### config.mk
export PLATFORM = sky130hd
export DESIGN_NAME = lru_page_replacement_top_flat
export DESIGN_NICKNAME = d
export VERILOG_FILES = /design/src/rtl/lrup_pkg.sv /design/src/rtl/lrup_if.sv /design/src/rtl/lrup_ram.sv /design/src/rtl/lru_page_replacement_top.sv /design/src/flat_wrapper.sv
export SDC_FILE = /design/constraint.sdc
export NUM_CORES = 1
export LEC_CHECK = 0
export ABC_AREA = 0
export BUFFER_PORTS_ARGS = -buffer_cell sky130_fd_sc_hd__buf_2
export CORE_MARGIN = 5
export CORE_UTILIZATION = 45
export CTS_CLUSTER_SIZE = 8
export DETAILED_ROUTE_END_ITERATION = 7
export HOLD_SLACK_MARGIN = 0.02
export SYNTH_ARGS = -nofsm -noshare
export SYNTH_HDL_FRONTEND = slang
export SYNTH_HIERARCHICAL = 1
export SYNTH_SLANG_ARGS = --single-unit
### constraint.sdc
create_clock -name clk -period 4.8 [get_ports clk]
set_input_delay 0.48 -clock clk [delete_from_list [all_inputs] [get_ports clk]]
set_output_delay 0.48 -clock clk [all_outputs]
set_load 0.005 [all_outputs]
### src/rtl/lrup_pkg.sv
`timescale 1ns / 1ps

package lrup_pkg;

  // Default frame count of the store
  localparam int FRAMES_DEF = 8;

  // Page number width
  localparam int PAGE_BITS = 16;

  // Config register width and reset value
  localparam int CFG_W = 4;
  localparam logic [CFG_W-1:0] FIU_RESET = 4'd8;

  // Result field widths
  localparam int IDX_OUT_W = 3;
  localparam int CNT_W = 32;

endpackage

### src/rtl/lrup_if.sv
`timescale 1ns / 1ps

// Page reference channel
interface lrup_in_if;
  logic                          valid;
  logic                          ready;
  logic [lrup_pkg::PAGE_BITS-1:0] page;

  modport source (output valid, output page, input ready);
  modport sink   (input valid, input page, output ready);
endinterface

// Result channel
interface lrup_out_if;
  logic                          valid;
  logic                          ready;
  logic                          fault;
  logic [lrup_pkg::IDX_OUT_W-1:0] frame_index;
  logic                          evicted_valid;
  logic [lrup_pkg::PAGE_BITS-1:0] evicted_page;
  logic [lrup_pkg::CNT_W-1:0]     fault_count;
  logic [lrup_pkg::CNT_W-1:0]     hit_count;

  modport source (output valid, output fault, output frame_index, output evicted_valid,
                  output evicted_page, output fault_count, output hit_count, input ready);
  modport sink   (input valid, input fault, input frame_index, input evicted_valid,
                  input evicted_page, input fault_count, input hit_count, output ready);
endinterface

// Config write channel (frames_in_use)
interface lrup_cfg_if;
  logic                      valid;
  logic                      ready;
  logic [lrup_pkg::CFG_W-1:0] frames_in_use;

  modport source (output valid, output frames_in_use, input ready);
  modport sink   (input valid, input frames_in_use, output ready);
endinterface

### src/rtl/lrup_ram.sv
`timescale 1ns / 1ps

// Simple dual port RAM, one write and one registered read per cycle
module lrup_ram #(
  parameter int WIDTH = 16,
  parameter int DEPTH = 8,
  parameter int AW    = (DEPTH > 1) ? $clog2(DEPTH) : 1
) (
  input  logic             clk,
  input  logic             we,
  input  logic [AW-1:0]    waddr,
  input  logic [WIDTH-1:0] wdata,
  input  logic [AW-1:0]    raddr,
  output logic [WIDTH-1:0] rdata
);

  logic [WIDTH-1:0] mem_r [DEPTH];
  logic [WIDTH-1:0] rdata_r;

  always_ff @(posedge clk) begin
    if (we) begin
      mem_r[waddr] <= wdata;
    end
    rdata_r <= mem_r[raddr];
  end

  assign rdata = rdata_r;

endmodule

### src/rtl/lru_page_replacement_top.sv
`timescale 1ns / 1ps

// LRU page replacement over a fully associative store of FRAMES frames. Each
// input item is one page reference and yields exactly one result item: hit or
// fault, the frame now holding the page, the evicted page if a resident one was
// replaced, and saturating fault/hit totals. Only the first frames_in_use
// frames (0 acts as 1, above FRAMES acts as FRAMES) are searched or replaced;
// the others keep their pages and keep ageing. Each item is accepted, then
// the single page comparator walks the active frames in turn through the
// page RAM's read port (a hit ends the walk early), then the recency/RAM
// update is done, and the result is held until the receiver takes it.
// in_ready is high only when idle. The store comes out of reset empty; no
// clearing pass. frames_in_use resets to 8 and must only be written while
// no item is in flight.
module lru_page_replacement_top #(
  parameter int FRAMES = lrup_pkg::FRAMES_DEF
) (
  input  logic            clk,
  input  logic            rst_n,
  lrup_in_if.sink         in_ch,
  lrup_out_if.source      out_ch,
  lrup_cfg_if.sink        cfg_ch
);

  localparam int IDX_W = (FRAMES > 1) ? $clog2(FRAMES) : 1;
  localparam int NW    = $clog2(FRAMES + 1);
  localparam int PB    = lrup_pkg::PAGE_BITS;
  localparam int CW    = lrup_pkg::CNT_W;

  typedef enum logic [1:0] {
    ST_IDLE,
    ST_SCAN,
    ST_UPD,
    ST_OUT
  } state_t;

  // control
  state_t                        state_r, state_nxt;
  logic [IDX_W-1:0]              k_r, k_nxt;
  logic [lrup_pkg::CFG_W-1:0]    fiu_r, fiu_nxt;

  // item being worked on
  logic [PB-1:0]                 page_r, page_nxt;
  logic                          hit_r, hit_nxt;
  logic [IDX_W-1:0]              hit_idx_r, hit_idx_nxt;
  logic [IDX_W-1:0]              hit_rank_r, hit_rank_nxt;
  logic                          emp_r, emp_nxt;
  logic [IDX_W-1:0]              emp_idx_r, emp_idx_nxt;
  logic [IDX_W-1:0]              best_idx_r, best_idx_nxt;
  logic [IDX_W-1:0]              best_rank_r, best_rank_nxt;
  logic [PB-1:0]                 best_page_r, best_page_nxt;

  // frame state: valid marks and ages (0 = most recent)
  logic [FRAMES-1:0]             valid_r, valid_nxt;
  logic [IDX_W-1:0]              rank_r [FRAMES];
  logic [IDX_W-1:0]              rank_nxt [FRAMES];

  logic [CW-1:0]                 fault_cnt_r, fault_cnt_nxt;
  logic [CW-1:0]                 hit_cnt_r, hit_cnt_nxt;

  // result register
  logic                          o_fault_r, o_fault_nxt;
  logic [lrup_pkg::IDX_OUT_W-1:0] o_idx_r, o_idx_nxt;
  logic                          o_ev_r, o_ev_nxt;
  logic [PB-1:0]                 o_ev_page_r, o_ev_page_nxt;
  logic [CW-1:0]                 o_fcnt_r, o_fcnt_nxt;
  logic [CW-1:0]                 o_hcnt_r, o_hcnt_nxt;

  // datapath
  logic [NW-1:0]                 n_act;
  logic                          scan_last;
  logic [IDX_W-1:0]              ram_raddr;
  logic [PB-1:0]                 ram_rdata;
  logic                          ram_we;
  logic                          cur_valid;
  logic [IDX_W-1:0]              cur_rank;
  logic                          match;
  logic [IDX_W-1:0]              f_sel;
  logic                          f_was_valid;
  logic [IDX_W-1:0]              f_old_rank;
  logic                          evict;

  // active frame count, clamped to 1..FRAMES
  always_comb begin
    if (fiu_r == '0) begin
      n_act = NW'(1);
    end else if (int'(fiu_r) > FRAMES) begin
      n_act = NW'(FRAMES);
    end else begin
      n_act = NW'(fiu_r);
    end
  end

  assign scan_last = ((NW'(k_r) + NW'(1)) == n_act);

  // read one frame ahead: k+1 while walking, else address 0
  assign ram_raddr = (state_r == ST_SCAN && !scan_last) ? IDX_W'(k_r + IDX_W'(1)) : '0;
  assign ram_we    = (state_r == ST_UPD);

  lrup_ram #(
    .WIDTH (PB),
    .DEPTH (FRAMES),
    .AW    (IDX_W)
  ) u_page_ram (
    .clk   (clk),
    .we    (ram_we),
    .waddr (f_sel),
    .wdata (page_r),
    .raddr (ram_raddr),
    .rdata (ram_rdata)
  );

  // the shared comparator: one frame per cycle
  assign cur_valid = valid_r[k_r];
  assign cur_rank  = rank_r[k_r];
  assign match     = cur_valid && (ram_rdata == page_r);

  // frame picked for the update: hit, else first empty, else oldest
  always_comb begin
    if (hit_r) begin
      f_sel       = hit_idx_r;
      f_was_valid = 1'b1;
      f_old_rank  = hit_rank_r;
    end else if (emp_r) begin
      f_sel       = emp_idx_r;
      f_was_valid = 1'b0;
      f_old_rank  = '0;
    end else begin
      f_sel       = best_idx_r;
      f_was_valid = 1'b1;
      f_old_rank  = best_rank_r;
    end
  end

  assign evict = !hit_r && !emp_r;

  always_comb begin
    state_nxt     = state_r;
    k_nxt         = k_r;
    fiu_nxt       = fiu_r;
    page_nxt      = page_r;
    hit_nxt       = hit_r;
    hit_idx_nxt   = hit_idx_r;
    hit_rank_nxt  = hit_rank_r;
    emp_nxt       = emp_r;
    emp_idx_nxt   = emp_idx_r;
    best_idx_nxt  = best_idx_r;
    best_rank_nxt = best_rank_r;
    best_page_nxt = best_page_r;
    valid_nxt     = valid_r;
    rank_nxt      = rank_r;
    fault_cnt_nxt = fault_cnt_r;
    hit_cnt_nxt   = hit_cnt_r;
    o_fault_nxt   = o_fault_r;
    o_idx_nxt     = o_idx_r;
    o_ev_nxt      = o_ev_r;
    o_ev_page_nxt = o_ev_page_r;
    o_fcnt_nxt    = o_fcnt_r;
    o_hcnt_nxt    = o_hcnt_r;

    if (cfg_ch.valid) begin
      fiu_nxt = cfg_ch.frames_in_use;
    end

    case (state_r)
      ST_IDLE: begin
        if (in_ch.valid) begin
          page_nxt  = in_ch.page;
          hit_nxt   = 1'b0;
          emp_nxt   = 1'b0;
          k_nxt     = '0;
          state_nxt = ST_SCAN;
        end
      end

      ST_SCAN: begin
        if (match) begin
          // first matching frame wins, walk ends here
          hit_nxt      = 1'b1;
          hit_idx_nxt  = k_r;
          hit_rank_nxt = cur_rank;
          state_nxt    = ST_UPD;
        end else begin
          if (!cur_valid && !emp_r) begin
            emp_nxt     = 1'b1;
            emp_idx_nxt = k_r;
          end
          // strictly older only: ties stay at the lower index
          if (k_r == '0 || cur_rank > best_rank_r) begin
            best_idx_nxt  = k_r;
            best_rank_nxt = cur_rank;
            best_page_nxt = ram_rdata;
          end
          if (scan_last) begin
            state_nxt = ST_UPD;
          end else begin
            k_nxt = IDX_W'(k_r + IDX_W'(1));
          end
        end
      end

      ST_UPD: begin
        // age every valid frame younger than the touched one, or every valid frame if it was empty
        for (int j = 0; j < FRAMES; j++) begin
          if (f_sel == IDX_W'(j)) begin
            rank_nxt[j]  = '0;
            valid_nxt[j] = 1'b1;
          end else if (valid_r[j] && (!f_was_valid || rank_r[j] < f_old_rank)) begin
            rank_nxt[j] = IDX_W'(rank_r[j] + IDX_W'(1));
          end
        end
        if (hit_r) begin
          if (hit_cnt_r != '1) begin
            hit_cnt_nxt = hit_cnt_r + CW'(1);
          end
        end else begin
          if (fault_cnt_r != '1) begin
            fault_cnt_nxt = fault_cnt_r + CW'(1);
          end
        end
        o_fault_nxt   = !hit_r;
        o_idx_nxt     = lrup_pkg::IDX_OUT_W'(f_sel);
        o_ev_nxt      = evict;
        o_ev_page_nxt = evict ? best_page_r : '0;
        o_fcnt_nxt    = fault_cnt_nxt;
        o_hcnt_nxt    = hit_cnt_nxt;
        state_nxt     = ST_OUT;
      end

      ST_OUT: begin
        if (out_ch.ready) begin
          state_nxt = ST_IDLE;
        end
      end

      default: begin
        state_nxt = ST_IDLE;
      end
    endcase
  end

  always_ff @(posedge clk) begin
    if (!rst_n) begin
      state_r     <= ST_IDLE;
      k_r         <= '0;
      fiu_r       <= lrup_pkg::FIU_RESET;
      hit_r       <= 1'b0;
      emp_r       <= 1'b0;
      valid_r     <= '0;
      for (int j = 0; j < FRAMES; j++) begin
        rank_r[j] <= '0;
      end
      fault_cnt_r <= '0;
      hit_cnt_r   <= '0;
    end else begin
      state_r     <= state_nxt;
      k_r         <= k_nxt;
      fiu_r       <= fiu_nxt;
      hit_r       <= hit_nxt;
      emp_r       <= emp_nxt;
      valid_r     <= valid_nxt;
      rank_r      <= rank_nxt;
      fault_cnt_r <= fault_cnt_nxt;
      hit_cnt_r   <= hit_cnt_nxt;
    end
    page_r      <= page_nxt;
    hit_idx_r   <= hit_idx_nxt;
    hit_rank_r  <= hit_rank_nxt;
    emp_idx_r   <= emp_idx_nxt;
    best_idx_r  <= best_idx_nxt;
    best_rank_r <= best_rank_nxt;
    best_page_r <= best_page_nxt;
    o_fault_r   <= o_fault_nxt;
    o_idx_r     <= o_idx_nxt;
    o_ev_r      <= o_ev_nxt;
    o_ev_page_r <= o_ev_page_nxt;
    o_fcnt_r    <= o_fcnt_nxt;
    o_hcnt_r    <= o_hcnt_nxt;
  end

  assign in_ch.ready  = (state_r == ST_IDLE);
  assign cfg_ch.ready = 1'b1;

  assign out_ch.valid         = (state_r == ST_OUT);
  assign out_ch.fault         = o_fault_r;
  assign out_ch.frame_index   = o_idx_r;
  assign out_ch.evicted_valid = o_ev_r;
  assign out_ch.evicted_page  = o_ev_page_r;
  assign out_ch.fault_count   = o_fcnt_r;
  assign out_ch.hit_count     = o_hcnt_r;

`ifndef SYNTHESIS
  // a hit never evicts
  a_hit_no_evict: assert property (@(posedge clk) disable iff (!rst_n)
    (out_ch.valid && !out_ch.fault) |-> !out_ch.evicted_valid)
    else $error("hit reported with eviction");

  // the update step moves exactly one total unless it is pinned
  a_one_count: assert property (@(posedge clk) disable iff (!rst_n)
    (state_r == ST_UPD) |=> (((fault_cnt_r != $past(fault_cnt_r)) !=
      (hit_cnt_r != $past(hit_cnt_r))) || $past(&fault_cnt_r) || $past(&hit_cnt_r)))
    else $error("fault/hit totals out of step");

  // the chosen frame is one of the active ones
  a_frame_active: assert property (@(posedge clk) disable iff (!rst_n)
    (state_r == ST_UPD) |-> (NW'(f_sel) < n_act))
    else $error("frame outside active set");

  // an accepted item blocks the input until its result is delivered
  a_busy_after_accept: assert property (@(posedge clk) disable iff (!rst_n)
    (in_ch.valid && in_ch.ready) |=> !in_ch.ready)
    else $error("input taken while busy");

  // touched frame is marked resident and most recent
  a_touch: assert property (@(posedge clk) disable iff (!rst_n)
    (state_r == ST_UPD) |=> (valid_r[$past(f_sel)] && rank_r[$past(f_sel)] == '0))
    else $error("touched frame not most recent");
`endif

endmodule

### src/flat_wrapper.sv
// flat-port wrapper written by rule: the top's interface ports become plain ports
module lru_page_replacement_top_flat 
#(
  parameter int FRAMES = lrup_pkg::FRAMES_DEF
)
  (clk, rst_n, in_ch_valid, in_ch_page, in_ch_ready, out_ch_valid, out_ch_fault, out_ch_frame_index, out_ch_evicted_valid, out_ch_evicted_page, out_ch_fault_count, out_ch_hit_count, out_ch_ready, cfg_ch_valid, cfg_ch_frames_in_use, cfg_ch_ready);
  lrup_in_if in_ch_i ();
  lrup_out_if out_ch_i ();
  lrup_cfg_if cfg_ch_i ();
  input  logic clk;
  input  logic rst_n;
  input wire logic [$bits(in_ch_i.valid)-1:0] in_ch_valid;
  input wire logic [$bits(in_ch_i.page)-1:0] in_ch_page;
  output wire logic [$bits(in_ch_i.ready)-1:0] in_ch_ready;
  output wire logic [$bits(out_ch_i.valid)-1:0] out_ch_valid;
  output wire logic [$bits(out_ch_i.fault)-1:0] out_ch_fault;
  output wire logic [$bits(out_ch_i.frame_index)-1:0] out_ch_frame_index;
  output wire logic [$bits(out_ch_i.evicted_valid)-1:0] out_ch_evicted_valid;
  output wire logic [$bits(out_ch_i.evicted_page)-1:0] out_ch_evicted_page;
  output wire logic [$bits(out_ch_i.fault_count)-1:0] out_ch_fault_count;
  output wire logic [$bits(out_ch_i.hit_count)-1:0] out_ch_hit_count;
  input wire logic [$bits(out_ch_i.ready)-1:0] out_ch_ready;
  input wire logic [$bits(cfg_ch_i.valid)-1:0] cfg_ch_valid;
  input wire logic [$bits(cfg_ch_i.frames_in_use)-1:0] cfg_ch_frames_in_use;
  output wire logic [$bits(cfg_ch_i.ready)-1:0] cfg_ch_ready;
  assign in_ch_i.valid = in_ch_valid;
  assign in_ch_i.page = in_ch_page;
  assign in_ch_ready = in_ch_i.ready;
  assign out_ch_valid = out_ch_i.valid;
  assign out_ch_fault = out_ch_i.fault;
  assign out_ch_frame_index = out_ch_i.frame_index;
  assign out_ch_evicted_valid = out_ch_i.evicted_valid;
  assign out_ch_evicted_page = out_ch_i.evicted_page;
  assign out_ch_fault_count = out_ch_i.fault_count;
  assign out_ch_hit_count = out_ch_i.hit_count;
  assign out_ch_i.ready = out_ch_ready;
  assign cfg_ch_i.valid = cfg_ch_valid;
  assign cfg_ch_i.frames_in_use = cfg_ch_frames_in_use;
  assign cfg_ch_ready = cfg_ch_i.ready;
  lru_page_replacement_top #(.FRAMES(FRAMES)) u_core (.clk(clk), .rst_n(rst_n), .in_ch(in_ch_i), .out_ch(out_ch_i), .cfg_ch(cfg_ch_i));
endmodule
==> summary.txt <==
Detailed routing
  • Iteration-0 DRC Markers: 704
  • Remaining DRCs: 0
  • Antenna Nets Post-Route: 0
  • Initial DRT Pass Iterations: 7
  • Drt total wl: approximately 36 mm
  • Wire length per cell: roughly 19 um
  • Via Count: roughly 10000
  • Vias per cell: around 5.3

Timing
  • Final min period: roughly 3.8 ns
  • RSZ-0062 raised after global routing: false
  • Setup TNS: 0 ns
  • Least-Margin Pin Slew: ~1.1 ns
  • Fmax: about 270 MHz
  • Slew margin rel.: about 28%
  • Worst Clk Skew: roughly 0.032 ns
  • Tcrit/Tclk final: ~78%
  • Final Hold Fails: 0
  • Final Max Slew Viols: 0
  • Final setup vio count: 0

Logic synthesis
  • Largest family of logic cells by synthesized area: simple AND/OR/NAND/NOR gates
  • Synth Area in Simple Gates: a little over an eighth
  • Ranking of synthesized cells by area: edfxtp_1 46%, dfxtp_1 15%, mux4_1 4.4%
  • Yosys reg bits: 383
  • Post-synthesis mux area share: around 8.4%
  • Cell accounting for the most synthesized area: edfxtp_1
  • Synth warn: 6
  • Area fraction in compound gates after synthesis: approximately 4.7%
  • Post-Syn Nets: roughly 1300
  • Post-synthesis async set-or-reset flop share: 0%
  • Synth Cell Area: about 17000 um^2
  • Post-synthesis sequential area ratio: 61.06%
  • Synthesized instance count: approximately 1300
  • Distinct cells, synth: 73
  • Post-synth EDFFs: 260
  • Primary FF master, synth: edfxtp_1
  • Adder-Cell Fraction of Synth Area: between 2 and 3%
  • Top cell type's share of synthesized area: 46.42%
  • Syn avg cell area: between 10 and 15 um^2
  • XOR/XNOR Fraction of Synth Area: 6.873%

Status
  • Outcome: finished clean

Worst setup path
  • Critical Path RT: roughly 5.3 ns
  • CP Data Arrival Time: approximately 4.2 ns
  • R2R setup slack: 1.04 ns
  • Crit Path Class: reg2reg
  • CP max FO: 32
  • Crit. End Element: flop
  • Setup crit start kind: flop

Clock network
  • CTS tree: yes
  • H-tree depth: 2
  • Worst skew pair latency: approximately 0.59 ns
  • Clock sink count: approximately 380
  • Post-cts resize count: 0
  • CTS root buf: clkbuf_16
  • Hold Buf Count CTS: 0
  • CTS clock-pin slew for the worst setup and hold paths: 0.05 ns
  • CTS Buf Count: between 50 and 60
  • Post-CTS Setup Bufs: 0
  • Deepest clock path buffer count: 3

Power
  • Sequential share of power: a little under half
  • Int Pwr: 6656 uW
  • PwrDens: 468.0 nW/um^2
  • Combinational power share: 14.9%
  • Worst VDD drop: 0.2700 mV
  • Clk pwr share: a little under two fifths
  • Leakage power: about 0.007 uW
  • Switching power: 2406 uW
  • Net Sw Frac: between 20% and 30%

Die
  • Chip Width: around 200 um
  • Die area: between 40000 and 50000 um^2
  • Row count: 70
  • Initial Utilization: between 40% and 50%
  • I/O Pins: about 110
  • Core area: 36790 um^2
  • Die Height: between 200 and 250 um

Final layout
  • Non-Filler Instances: 1914
  • # diodes: 0
  • Area Overhead vs Synth: 15.13%
  • Layout net count: roughly 1500
  • Share of cells above drive strength 1: about 17%
  • Fin area: slightly below 20000 um^2

Global route
  • Grt total ovfl: 0
  • Vias in the first global route: ~10000
  • Initial antenna violation count: 0
  • Largest net degree at the start of global routing: 63
  • Wire length of the first global-routing pass: roughly 58 mm
  • Gr usage total: ~18%

Worst hold path
  • HP Class: in2reg

Placement
  • Post-DP Area: between 15000 and 20000 um^2
  • Dpl cells: 1815
  • Number of buffers added on ports: 111
  • Hpwl dp: 23.42 mm
  • GPL Wtd Cong: 0.8102

Run
  • Maxcap violations: 0
-- worst paths after layout --
kind                               from                     endpoint  depth (start not counted)
max                       u_core/k_r[0]  u_core/u_page_ram/rdata[13]                         10
min                       in_ch_page[5]             u_core/page_r[5]                          1
max reg2reg               u_core/k_r[0]  u_core/u_page_ram/rdata[13]                         10
min reg2reg  u_core/u_page_ram/rdata[1]        u_core/best_page_r[1]                          0
-- layout by cell type, fill, tap and decap left out, types with 3 or more instances in the layout --
cell type / instances
edfxtp_1: 260
dfxtp_1: 123
nor2_1: 116
buf_2: 111
nand2_1: 104
xnor2_1: 70
xor2_1: 62
clkbuf_16: 53
clkbuf_1: 44
nor3_1: 38
nand3_1: 37
ha_1: 34
a21oi_1: 30
mux4_1: 28
inv_1: 26
nand4_1: 25
and2_1: 22
buf_4: 21
mux2i_1: 20
mux2_2: 18
o21a_1: 17
and4_1: 13
nand2b_1: 12
mux4_2: 12
a31oi_1: 11
nor4_1: 10
a21o_1: 10
nand3b_1: 10
and3_1: 9
a22oi_1: 8
nor3_2: 7
o2111ai_1: 7
or3_1: 7
o21ai_0: 7
nor2b_1: 4
a211oi_1: 4
nor2_2: 3
or3b_1: 3
o211ai_1: 3
-- routing by layer --
metal | up-vias | routed length (um) | track usage (%)
met5 | - | 0 | 0
met3 | 48 | 1941 | 3.657
met2 | 242 | 16920 | 28.05
met1 | 4967 | 16890 | 25.21
met4 | 0 | 635 | 4.409
li1 | 4975 | - | -
-- worst max-delay path: stages, from the launching register on --
cell and delay, ns:
dfxtp_1 0.85, inv_1 0.19, ha_1 0.41, xor2_1 0.16, a311o_1 0.32, a211o_1 0.33
nand2_1 0.19, nor2_4 0.04, buf_4 0.31, mux4_1 0.52, mux2_2 0.29
-- logic make-up (layout without fill, tap and decap cells) --
family | Yosys count | in the layout
flip-flops | 383 | 383
other | 1 | 1
XOR/XNOR | 132 | 132
AND/OR/NAND/NOR | 443 | 443
adder cells (fa/ha/maj) | 35 | 35
AO/OA/AOI/OAI | 114 | 114
multiplexers | 78 | 78
buffers and inverters | 91 | 260
-- cell usage after synthesis (20+ instances only) --
cell	number
nor2_1	118
dfxtp_1	123
and2_1	22
ha_1	35
mux4_1	28
nand3_1	37
a21oi_1	30
xnor2_1	70
xor2_1	62
mux2i_1	20
nand4_1	25
nand2_1	104
edfxtp_1	260
inv_1	26
nor3_1	41
clkbuf_1	25
-- sequential cells by signal (all words and copies together) (netlist names), 4 cells and up --
name	cells
u_core/u_page_ram/rdata	16
u_core/out_ch.fault_count	32
u_core/fiu_r	4
u_core/fault_cnt_r	32
u_core/page_r	16
u_core/u_page_ram/mem_r	128
u_core/best_page_r	16
u_core/out_ch.evicted_page	16
u_core/valid_r	8
u_core/hit_cnt_r	32
u_core/rank_r	24
u_core/out_ch.hit_count	32
-- power groups by stage --
| stage | combinational [uW] | clock (uW) | sequential (uW) |
|---|---|---|---|
| floorplan | 879 | 0 | 4300 |
| global placement | 1360 | 0 | 4340 |
| detailed placement | 1370 | 0 | 4350 |
| CTS | 1380 | 3530 | 4280 |
| global route | 1490 | 3690 | 4320 |
| finish | 1350 | 3430 | 4280 |
-- area by class of cell --
type | instances | area [um^2]
flip-flops and latches | 383 | 10270
fillers | 3134 | 17420
repair buffers | 133 | 733.2
inverters | 28 | 105.1
clock buffers | 97 | 1491
clock inverters | 2 | 38.79
multi-input cells | 803 | 6141
well taps | 468 | 585.6
-- metrics by stage --
| stage | power [uW] | util [%] | worst slack, ns | hold slack [ns] |
|---|---|---|---|---|
| after floorplan | 5179 | - | 0.3043 | 0.4277 |
| after global placement | 5693 | 48.48 | 1.186 | 0.4382 |
| after detailed placement | 5719 | 48.48 | 1.042 | 0.4370 |
| after CTS | 9198 | 52.64 | 1.038 | 0.03730 |
| after global routing | 9505 | 52.64 | 0.7742 | 0.04417 |
| final | 9063 | 52.64 | 1.042 | 0.07194 |
Power figures use the tool's default switching activity.
